`config.mk`:
```
export PLATFORM = sky130hd
export DESIGN_NAME = occupancy_light_actuator_controller_top
export DESIGN_NICKNAME = d
export VERILOG_FILES = /design/src/rtl/core/olac_pkg.sv /design/src/rtl/core/occupancy_light_actuator_controller_top.sv /design/src/rtl/core/olac_front.sv /design/src/rtl/core/olac_back.sv
export SDC_FILE = /design/constraint.sdc
export NUM_CORES = 1
export LEC_CHECK = 0
export BUFFER_PORTS_ARGS = -buffer_cell sky130_fd_sc_hd__buf_2
export CAP_MARGIN = 0
export CORE_ASPECT_RATIO = 1.1
export CORE_MARGIN = 2
export CORE_UTILIZATION = 38
export DETAILED_ROUTE_END_ITERATION = 6
export SYNTH_ARGS = -nofsm -noshare
export SYNTH_HDL_FRONTEND = slang
export SYNTH_HIERARCHICAL = 1
export SYNTH_SLANG_ARGS = --single-unit
```
`constraint.sdc`:
```
create_clock -name i_clk -period 6.04 [get_ports i_clk]
set_input_delay 0.906 -clock i_clk [delete_from_list [all_inputs] [get_ports i_clk]]
set_output_delay 0.906 -clock i_clk [all_outputs]
set_load 0.02 [all_outputs]
```
`src/rtl/core/olac_pkg.sv`:
```
// Shared types, register codes and coil tables for the occupancy light actuator controller.
// No dependencies; imported by the top level, the front and back ends and the bench.
package olac_pkg;

    localparam int CFG_IDX_W  = 3;
    localparam int CFG_DATA_W = 9;

    localparam logic [CFG_IDX_W-1:0] REG_WAKE_PERIOD   = 3'd0;
    localparam logic [CFG_IDX_W-1:0] REG_INACT_LIMIT   = 3'd1;
    localparam logic [CFG_IDX_W-1:0] REG_SHORT_PRESS   = 3'd2;
    localparam logic [CFG_IDX_W-1:0] REG_LONG_CAP      = 3'd3;
    localparam logic [CFG_IDX_W-1:0] REG_STEPS_GO      = 3'd4;
    localparam logic [CFG_IDX_W-1:0] REG_STEPS_BACK    = 3'd5;
    localparam logic [CFG_IDX_W-1:0] REG_RETRACT_STEPS = 3'd6;

    localparam logic [7:0] RST_WAKE_PERIOD   = 8'd67;
    localparam logic [4:0] RST_INACT_LIMIT   = 5'd15;
    localparam logic [8:0] RST_SHORT_PRESS   = 9'd100;
    localparam logic [8:0] RST_LONG_CAP      = 9'd500;
    localparam logic [7:0] RST_STEPS_GO      = 8'd25;
    localparam logic [7:0] RST_STEPS_BACK    = 8'd45;
    localparam logic [7:0] RST_RETRACT_STEPS = 8'd120;

    localparam logic [1:0] EV_NONE  = 2'd0;
    localparam logic [1:0] EV_LONG  = 2'd1;
    localparam logic [1:0] EV_SHORT = 2'd2;

    localparam logic DIR_FWD = 1'b0;
    localparam logic DIR_REV = 1'b1;

    typedef struct packed {
        logic [7:0] wake_period;
        logic [4:0] inact_limit;
        logic [8:0] short_press;
        logic [8:0] long_cap;
        logic [7:0] steps_go;
        logic [7:0] steps_back;
        logic [7:0] retract_steps;
    } t_cfg;

    typedef struct packed {
        logic [1:0] press_report;
        logic       sensor;
    } t_tick;

    typedef struct packed {
        logic [3:0] coil_pattern;
        logic       light_is_on;
        logic       auto_mode;
        logic       motor_busy;
    } t_result;

    typedef struct packed {
        logic [8:0] q0;
        logic [8:0] q1;
    } t_mq;

    function automatic t_mq enqueue(input t_mq q, input logic rev, input logic [7:0] steps);
        t_mq r;
        r = q;
        if (steps != 8'd0) begin
            if (q.q0 == 9'd0) begin
                r.q0 = {rev, steps};
            end else if (q.q1 == 9'd0) begin
                r.q1 = {rev, steps};
            end
        end
        return r;
    endfunction

    function automatic logic [3:0] fwd_coil(input logic [2:0] ph);
        logic [3:0] c;
        case (ph)
            3'd0: c = 4'h1;
            3'd1: c = 4'h3;
            3'd2: c = 4'h2;
            3'd3: c = 4'h6;
            3'd4: c = 4'h4;
            3'd5: c = 4'hC;
            3'd6: c = 4'h8;
            default: c = 4'h9;
        endcase
        return c;
    endfunction

    function automatic logic [3:0] rev_coil(input logic [2:0] ph);
        logic [3:0] c;
        case (ph)
            3'd0: c = 4'h8;
            3'd1: c = 4'hC;
            3'd2: c = 4'h4;
            3'd3: c = 4'h6;
            3'd4: c = 4'h2;
            3'd5: c = 4'h3;
            3'd6: c = 4'h1;
            default: c = 4'h9;
        endcase
        return c;
    endfunction

endpackage

```
`src/rtl/core/occupancy_light_actuator_controller_top.sv`:
```
// Top level of the occupancy light actuator controller: register file, front and back ends.
// Depends on olac_pkg, olac_front and olac_back.
//
//   channel  | handshake        | words
//   ---------+------------------+-------------------------------------------------
//   tick in  | push / full      | i_touch_level, i_sensor_level
//   result   | pop / empty      | o_coil_pattern, o_light_is_on, o_auto_mode, o_motor_busy
//   config   | i_cfg_wr_en      | i_cfg_index, i_cfg_data
//
// One tick word is taken per cycle while full is low; its result word passes through the
// front queue and then the result queue before it reaches the result ports.
// The front holds two classified ticks, the back holds two result words, so each
// side stalls on its own; full rises only once both queues are full.
// Synchronous reset clears all state but the queue storage and loads the register defaults.
module occupancy_light_actuator_controller_top (
    input  logic       i_clk,
    input  logic       i_rst_n,
    input  logic       i_cfg_wr_en,
    input  logic [2:0] i_cfg_index,
    input  logic [8:0] i_cfg_data,
    input  logic       push,
    output logic       full,
    input  logic       i_touch_level,
    input  logic       i_sensor_level,
    output logic       empty,
    input  logic       pop,
    output logic [3:0] o_coil_pattern,
    output logic       o_light_is_on,
    output logic       o_auto_mode,
    output logic       o_motor_busy
);
    import olac_pkg::*;

    t_cfg    r_cfg;
    t_tick   tick;
    logic    tick_valid;
    logic    tick_take;
    t_result res;

    always_ff @(posedge i_clk) begin
        if (!i_rst_n) begin
            r_cfg.wake_period   <= RST_WAKE_PERIOD;
            r_cfg.inact_limit   <= RST_INACT_LIMIT;
            r_cfg.short_press   <= RST_SHORT_PRESS;
            r_cfg.long_cap      <= RST_LONG_CAP;
            r_cfg.steps_go      <= RST_STEPS_GO;
            r_cfg.steps_back    <= RST_STEPS_BACK;
            r_cfg.retract_steps <= RST_RETRACT_STEPS;
        end else if (i_cfg_wr_en) begin
            unique case (i_cfg_index)
                REG_WAKE_PERIOD:   r_cfg.wake_period   <= i_cfg_data[7:0];
                REG_INACT_LIMIT:   r_cfg.inact_limit   <= i_cfg_data[4:0];
                REG_SHORT_PRESS:   r_cfg.short_press   <= i_cfg_data;
                REG_LONG_CAP:      r_cfg.long_cap      <= i_cfg_data;
                REG_STEPS_GO:      r_cfg.steps_go      <= i_cfg_data[7:0];
                REG_STEPS_BACK:    r_cfg.steps_back    <= i_cfg_data[7:0];
                REG_RETRACT_STEPS: r_cfg.retract_steps <= i_cfg_data[7:0];
                default: ;
            endcase
        end
    end

    olac_front u_front (
        .i_clk    (i_clk),
        .i_rst_n  (i_rst_n),
        .i_cfg    (r_cfg),
        .i_push   (push),
        .i_touch  (i_touch_level),
        .i_sensor (i_sensor_level),
        .o_full   (full),
        .o_valid  (tick_valid),
        .o_tick   (tick),
        .i_take   (tick_take)
    );

    olac_back u_back (
        .i_clk    (i_clk),
        .i_rst_n  (i_rst_n),
        .i_cfg    (r_cfg),
        .i_valid  (tick_valid),
        .i_tick   (tick),
        .o_take   (tick_take),
        .o_empty  (empty),
        .o_result (res),
        .i_pop    (pop)
    );

    assign o_coil_pattern = res.coil_pattern;
    assign o_light_is_on  = res.light_is_on;
    assign o_auto_mode    = res.auto_mode;
    assign o_motor_busy   = res.motor_busy;

endmodule

```
`src/rtl/core/olac_front.sv`:
```
// Front end: takes tick words, classifies touch presses, and queues classified ticks.
// Depends on olac_pkg.
module olac_front (
    input  logic           i_clk,
    input  logic           i_rst_n,
    input  olac_pkg::t_cfg i_cfg,
    input  logic           i_push,
    input  logic           i_touch,
    input  logic           i_sensor,
    output logic           o_full,
    output logic           o_valid,
    output olac_pkg::t_tick o_tick,
    input  logic           i_take
);
    import olac_pkg::*;

    logic [8:0] r_press_ticks, n_press_ticks;
    logic       r_press_active, n_press_active;
    logic [1:0] report;
    t_tick      r_q [2];
    logic       r_wr_ptr, r_rd_ptr;
    logic [1:0] r_count;
    logic       acc;

    assign acc     = i_push && !o_full;
    assign o_full  = (r_count == 2'd2);
    assign o_valid = (r_count != 2'd0);
    assign o_tick  = r_q[r_rd_ptr];

    always_comb begin
        n_press_ticks  = r_press_ticks;
        n_press_active = r_press_active;
        report         = EV_NONE;
        if (!r_press_active) begin
            if (i_touch) begin
                n_press_active = 1'b1;
                n_press_ticks  = 9'd0;
            end
        end else if (!i_touch) begin
            if (r_press_ticks < i_cfg.long_cap) begin
                report = (r_press_ticks < i_cfg.short_press) ? EV_SHORT : EV_LONG;
            end
            n_press_active = 1'b0;
        end else if (r_press_ticks < i_cfg.long_cap) begin
            n_press_ticks = r_press_ticks + 9'd1;
            if (n_press_ticks >= i_cfg.long_cap) begin
                report = (n_press_ticks < i_cfg.short_press) ? EV_SHORT : EV_LONG;
            end
        end
    end

    always_ff @(posedge i_clk) begin
        if (!i_rst_n) begin
            r_press_ticks  <= 9'd0;
            r_press_active <= 1'b0;
            r_wr_ptr       <= 1'b0;
            r_rd_ptr       <= 1'b0;
            r_count        <= 2'd0;
        end else begin
            if (acc) begin
                r_press_ticks  <= n_press_ticks;
                r_press_active <= n_press_active;
                r_wr_ptr       <= ~r_wr_ptr;
            end
            if (i_take && o_valid) begin
                r_rd_ptr <= ~r_rd_ptr;
            end
            r_count <= r_count + {1'b0, acc} - {1'b0, i_take && o_valid};
        end
    end

    always_ff @(posedge i_clk) begin
        if (acc) begin
            r_q[r_wr_ptr] <= '{press_report: report, sensor: i_sensor};
        end
    end

endmodule

```
`src/rtl/core/olac_back.sv`:
```
// Back end: mode and light decisions, wake timer, stepper move queue and result queue.
// Depends on olac_pkg; fed by olac_front.
module olac_back (
    input  logic             i_clk,
    input  logic             i_rst_n,
    input  olac_pkg::t_cfg   i_cfg,
    input  logic             i_valid,
    input  olac_pkg::t_tick  i_tick,
    output logic             o_take,
    output logic             o_empty,
    output olac_pkg::t_result o_result,
    input  logic             i_pop
);
    import olac_pkg::*;

    logic [1:0] r_press_event, n_press_event;
    logic       r_last_sensor, n_last_sensor;
    logic       r_pass_pending, n_pass_pending;
    logic       r_mode_auto, n_mode_auto;
    logic       r_light, n_light;
    logic       r_waiting, n_waiting;
    logic [4:0] r_absence, n_absence;
    logic [7:0] r_wake_count, n_wake_count;
    logic       r_wake_running, n_wake_running;
    t_mq        r_mq, n_mq;
    logic [2:0] r_phase, n_phase;
    logic [7:0] r_steps_left, n_steps_left;
    logic [1:0] ev;
    logic       sens;
    logic       decide;
    t_result    res;
    t_result    r_rq [2];
    logic       r_wr_ptr, r_rd_ptr;
    logic [1:0] r_count;
    logic       pop_ok;

    assign o_take   = i_valid && (r_count != 2'd2);
    assign o_empty  = (r_count == 2'd0);
    assign o_result = r_rq[r_rd_ptr];
    assign pop_ok   = i_pop && !o_empty;
    assign sens     = i_tick.sensor;

    always_comb begin
        n_press_event  = (i_tick.press_report != EV_NONE) ? i_tick.press_report : r_press_event;
        n_last_sensor  = r_last_sensor;
        n_pass_pending = r_pass_pending;
        n_mode_auto    = r_mode_auto;
        n_light        = r_light;
        n_waiting      = r_waiting;
        n_absence      = r_absence;
        n_wake_count   = r_wake_count;
        n_wake_running = r_wake_running;
        n_mq           = r_mq;
        n_phase        = r_phase;
        n_steps_left   = r_steps_left;
        ev             = EV_NONE;
        res            = '0;

        // wake timer
        if (r_wake_running) begin
            n_wake_count = r_wake_count + 8'd1;
            if (n_wake_count >= i_cfg.wake_period || n_wake_count == 8'd0) begin
                n_wake_count   = 8'd0;
                n_pass_pending = 1'b1;
            end
        end

        decide = (r_steps_left == 8'd0) && (r_mq.q0 == 9'd0) &&
                 (n_press_event == EV_LONG || n_press_event == EV_SHORT ||
                  n_pass_pending || sens != r_last_sensor);

        if (decide) begin
            ev             = n_press_event;
            n_press_event  = EV_NONE;
            n_pass_pending = 1'b0;
            n_last_sensor  = sens;
            if (ev == EV_SHORT) begin
                if (!n_mode_auto) begin
                    if (n_light) begin
                        n_light = 1'b0;
                        n_mq = enqueue(n_mq, DIR_FWD, i_cfg.steps_go);
                        n_mq = enqueue(n_mq, DIR_REV, i_cfg.steps_back);
                    end else begin
                        n_light = 1'b1;
                        n_mq = enqueue(n_mq, DIR_REV, i_cfg.steps_go);
                        n_mq = enqueue(n_mq, DIR_FWD, i_cfg.steps_back);
                    end
                end
            end else if (ev == EV_LONG) begin
                if (n_mode_auto) begin
                    n_wake_running = 1'b0;
                    n_wake_count   = 8'd0;
                    n_pass_pending = 1'b0;
                    n_waiting      = 1'b0;
                    n_mode_auto    = 1'b0;
                    n_mq = enqueue(n_mq, DIR_REV, i_cfg.retract_steps);
                end else begin
                    n_mode_auto = 1'b1;
                    if (sens) begin
                        n_light = 1'b1;
                        n_mq = enqueue(n_mq, DIR_REV, i_cfg.steps_go);
                        n_mq = enqueue(n_mq, DIR_FWD, i_cfg.steps_back);
                    end else begin
                        n_light = 1'b0;
                        n_mq = enqueue(n_mq, DIR_FWD, i_cfg.steps_go);
                        n_mq = enqueue(n_mq, DIR_REV, i_cfg.steps_back);
                    end
                end
            end
            if (n_mode_auto) begin
                if (sens) begin
                    if (n_waiting) begin
                        n_wake_running = 1'b0;
                        n_wake_count   = 8'd0;
                        n_pass_pending = 1'b0;
                        n_waiting      = 1'b0;
                    end
                    if (!n_light) begin
                        n_light = 1'b1;
                        n_mq = enqueue(n_mq, DIR_REV, i_cfg.steps_go);
                        n_mq = enqueue(n_mq, DIR_FWD, i_cfg.steps_back);
                    end
                end else begin
                    if (!n_waiting) begin
                        n_waiting      = 1'b1;
                        n_absence      = 5'd0;
                        n_wake_running = 1'b1;
                        n_wake_count   = 8'd0;
                    end
                    if (n_absence >= i_cfg.inact_limit) begin
                        n_wake_running = 1'b0;
                        n_wake_count   = 8'd0;
                        n_pass_pending = 1'b0;
                        if (n_light) begin
                            n_light = 1'b0;
                            n_mq = enqueue(n_mq, DIR_FWD, i_cfg.steps_go);
                            n_mq = enqueue(n_mq, DIR_REV, i_cfg.steps_back);
                        end
                    end else begin
                        n_absence = n_absence + 5'd1;
                    end
                end
            end
        end

        // motor drive
        if (n_steps_left == 8'd0 && n_mq.q0 != 9'd0) begin
            n_steps_left = n_mq.q0[7:0];
            n_phase      = 3'd0;
        end
        if (n_steps_left != 8'd0) begin
            res.coil_pattern = n_mq.q0[8] ? rev_coil(n_phase) : fwd_coil(n_phase);
            n_phase = n_phase + 3'd1;
            if (n_phase == 3'd0) begin
                n_steps_left = n_steps_left - 8'd1;
                if (n_steps_left == 8'd0) begin
                    n_mq.q0 = n_mq.q1;
                    n_mq.q1 = 9'd0;
                end
            end
        end

        res.light_is_on = n_light;
        res.auto_mode   = n_mode_auto;
        res.motor_busy  = (n_steps_left != 8'd0) || (n_mq.q0 != 9'd0);
    end

    always_ff @(posedge i_clk) begin
        if (!i_rst_n) begin
            r_press_event  <= EV_NONE;
            r_last_sensor  <= 1'b0;
            r_pass_pending <= 1'b0;
            r_mode_auto    <= 1'b0;
            r_light        <= 1'b0;
            r_waiting      <= 1'b0;
            r_absence      <= 5'd0;
            r_wake_count   <= 8'd0;
            r_wake_running <= 1'b0;
            r_mq           <= '0;
            r_phase        <= 3'd0;
            r_steps_left   <= 8'd0;
            r_wr_ptr       <= 1'b0;
            r_rd_ptr       <= 1'b0;
            r_count        <= 2'd0;
        end else begin
            if (o_take) begin
                r_press_event  <= n_press_event;
                r_last_sensor  <= n_last_sensor;
                r_pass_pending <= n_pass_pending;
                r_mode_auto    <= n_mode_auto;
                r_light        <= n_light;
                r_waiting      <= n_waiting;
                r_absence      <= n_absence;
                r_wake_count   <= n_wake_count;
                r_wake_running <= n_wake_running;
                r_mq           <= n_mq;
                r_phase        <= n_phase;
                r_steps_left   <= n_steps_left;
                r_wr_ptr       <= ~r_wr_ptr;
            end
            if (pop_ok) begin
                r_rd_ptr <= ~r_rd_ptr;
            end
            r_count <= r_count + {1'b0, o_take} - {1'b0, pop_ok};
        end
    end

    always_ff @(posedge i_clk) begin
        if (o_take) begin
            r_rq[r_wr_ptr] <= res;
        end
    end

endmodule

```
==> results by group <==
Logic synthesis
  – Combined area of all synthesized cells: 10,700 um2
  – Number of warnings printed during yosys synthesis: 6
  – Portion of synthesized cell area occupied by the leading cell type: 23.3%
  – Number of enable-type register cells in the synthesized netlist: 20
  – Number of instances in the synthesized netlist: 1,298
  – Commonest register cell after synthesis: sky130_fd_sc_hd__dfxtp_1
  – Total nets after synthesis: 1,381
  – Cell taking the most area after synthesis: sky130_fd_sc_hd__dfxtp_1
  – FFs w/ async S/R, synth: 0%
  – Top post-synthesis cells by count: 132 x sky130_fd_sc_hd__nand2_1, 125 x sky130_fd_sc_hd__dfxtp_1, 100 x sky130_fd_sc_hd__nor2_1
  – Total of flip-flops plus latches after synthesis: 145
  – Largest cells by area after synthesis: sky130_fd_sc_hd__dfxtp_1 23%, sky130_fd_sc_hd__ha_1 7.5%, sky130_fd_sc_hd__mux2i_1 5.7%, sky130_fd_sc_hd__edfxtp_1 5.6%, sky130_fd_sc_hd__nand2_1 4.6%
  – Most common cell in the netlist: sky130_fd_sc_hd__nand2_1
  – Mean cell area of the mapped netlist: 8.26 um2
  – Count of distinct cell types in the synthesized netlist: 109
  – Sequential element share of the synthesized area: 28.9%

Worst setup path
  – Worst-case reg-to-reg path depth: 27
  – Crit path launch type: register
  – Cell with the largest stage delay on the worst path: sky130_fd_sc_hd__or4_1
  – Worst path most repeated cell: sky130_fd_sc_hd__buf_4
  – Arrival @ worst endpoint: 6.02 ns
  – WP data required: 6.20 ns
  – Type of the worst setup path: register to register
  – Highest fanout seen on the critical path: 6
  – Element type at the critical path end: register
  – Worst path max stage delay: 0.50 ns

Routing
  – Routed Antenna Nets: 0
  – Number of DRC violations after detailed-routing iteration 0: 827
  – Average routed wire per standard cell: 20.9 um
  – DRT Wirelength: 36,100 um
  – DR vias: 10,500
  – Number of search-and-repair iterations in the first detailed-routing pass: 5
  – Number of remaining DRC errors: 0
  – Vias per cell: 6.06

Clock network
  – Cts bufs inserted: 17
  – Maximum level of the CTS H-tree: 4
  – Insertion delay to the later sink of the worst-skew pair: 0.44 ns
  – Maximum clock path buffer count: 2
  – Cell chosen for the clock root: sky130_fd_sc_hd__clkbuf_16
  – Worst-path clk slew: 0.07 ns
  – CTS tree: built
  – Sinks on the clock net: 145

Floorplan
  – I/O Pins: 28
  – Overall die area: 29,600 um2
  – Die X-Extent: 164 um
  – Floorplan Core Area: 27,800 um2
  – Std-Cell Rows: 64
  – Starting utilization of the core area: 38.6%
  – Die Y-Extent: 180 um

Placement
  – Total of buffers placed on input and output ports: 27
  – Number of cells in the design after placement: 1,687
  – Worst slack at placement: -0.0591 ns
  – Routability-driven placement congestion ratio: 1.03
  – Sum of net half-perimeters after detailed placement: 27,200 um

Cells and area
  – Final #Nets: 1,438
  – Share of layout cells above drive strength 1: 17.4%
  – Non-filler instance count after layout: 1,731
  – Diodes inserted: 0
  – Final core occ: 44.6%
  – Layout overhead on the synthesized area: 15.5%

Timing
  – Hold violation total from the final report: 0
  – Total negative slack: 0 ns
  – Fmax achieved: 0.171 GHz
  – Final number of max-transition violations: 0
  – Final setup margin: 0.178 ns
  – Tcrit/Tclk final: 97.0%
  – Period minus WS final: 5.86 ns
  – Least-Margin Pin Slew: 1.04 ns
  – Worst slew margin relative to its limit: 30.1%
  – Fin Clk Skew: 0.0145 ns
  – Number of endpoints failing setup at the final stage: 0

Hold path
  – Min-delay worst type: register to register
  – Hold Path Depth: 2

Pwr
  – Power density relative to cell area: 597 nW/um2
  – Total chip power: 0.00740 W
  – Lkg Pwr: 4.92 nW
  – Highest ir drop seen on vdd: 301 uV

Global routing
  – Pin count of the biggest net entering global routing: 54
  – Global-route wire length before repair: 56,300 um
  – Tot GR Track Use: 24.3%
  – Initial antenna violation count: 0
  – Via count of the first global-routing pass: 10,100
  – Remaining global-route overflow: 0

Run status
  – Run status: complete, no violations

Flow run
  – Max-capacitance violation count: 0
[final timing paths]
check                           startpoint                end  slack [ns]
worst min-delay path             r_cfg[37]          r_cfg[37]        0.46
worst min register to register   r_cfg[37]          r_cfg[37]        0.46
worst max register to register    register  u_back/r_rq[1][0]        0.18
worst max-delay path              register  u_back/r_rq[1][0]        0.18
[layout make-up]
| class | instances | area [um2] |
|---|---|---|
| Inverter | 62 | 233 |
| Timing Repair Buffer | 107 | 748 |
| Sequential cell | 145 | 3110 |
| Clock inverter | 12 | 85.1 |
| Fill cell | 2767 | 15400 |
| Multi-Input combinational cell | 1022 | 7310 |
| Clock buffer | 20 | 447 |
| Tap cell | 363 | 454 |
[flip-flops by register name, indices dropped and copies added (netlist names), 5 cells and up, named ones only]
signal,flops
u_back/r_wake_count,8
u_front/r_press_ticks,9
u_back/r_mq,18
r_cfg,55
u_back/r_rq,14
u_back/r_absence,5
u_front/r_q,6
u_back/r_steps_left,8
[power by group]
part | internal [W] | switching [W] | total (W)
Clock | 0.000536 | 0.000444 | 0.000980
Sequential | 0.00117 | 0.000181 | 0.00135
Combinational | 0.00188 | 0.00318 | 0.00506
Total | 0.00359 | 0.00381 | 0.00740
[cell families after synthesis]
family | after synthesis | share of synthesized area [%]
and+or+nand+nor | 510 | 25.9
DFF | 145 | 28.9
adders and majority gates | 64 | 7.47
xor gates and xnor gates | 35 | 2.93
muxes | 73 | 6.95
AOI/OAI and AO/OA | 340 | 22.7
buffers and inverters | 131 | 5.10
[worst max-delay path: cells and delay by family (launching register included)]
family,cells,cell delay [ns]
adders and majority gates,3,0.81
and+or+nand+nor,8,1.41
buffers and inverters,6,0.72
DFF,1,0.36
AOI/OAI and AO/OA,9,2.04
muxes,1,0.25
[per-stage QoR]
step           area (um2)  hold WS [ns]
6_report            12400         0.458
5_1_grt             12400         0.477
4_1_cts             12200         0.460
3_5_place_dp        11600         0.450
3_3_place_gp        11600         0.444
2_1_floorplan       10800         0.431
[layout by cell type (no fill, tap or decap), types with 11 or more instances in the layout]
cell type                   count
sky130_fd_sc_hd__a31oi_1       24
sky130_fd_sc_hd__nor4_1        11
sky130_fd_sc_hd__xnor2_1       25
sky130_fd_sc_hd__and3_1        15
sky130_fd_sc_hd__nand3_1       34
sky130_fd_sc_hd__nor3_1        34
sky130_fd_sc_hd__clkbuf_16     17
sky130_fd_sc_hd__and2_1        14
sky130_fd_sc_hd__inv_1         61
sky130_fd_sc_hd__buf_4         79
sky130_fd_sc_hd__a211oi_1      24
sky130_fd_sc_hd__edfxtp_1      20
sky130_fd_sc_hd__nand4_1       23
sky130_fd_sc_hd__ha_1          61
sky130_fd_sc_hd__nand2b_1      12
sky130_fd_sc_hd__mux2i_1       61
sky130_fd_sc_hd__nor2b_1       48
sky130_fd_sc_hd__nor2_1        97
sky130_fd_sc_hd__o21ai_0       52
sky130_fd_sc_hd__buf_2         27
sky130_fd_sc_hd__a21oi_1       69
sky130_fd_sc_hd__dfxtp_1      124
sky130_fd_sc_hd__nand2_1      127
sky130_fd_sc_hd__or3_1         11
sky130_fd_sc_hd__o211ai_1      11
[per-layer routing]
metal	global-route usage [%]	routed length, um
met1	29.0	14500
met2	40.8	17100
met3	5.25	2550
met4	12.6	1950
met5	0	0
[what timing repair did]
item	CTS	global route
hold buffers	0	0
setup endpoints to repair	9	23
resized for setup	7	36
pin swaps	3	8
setup buffers	4	8
Power figures use the tool's default switching activity.
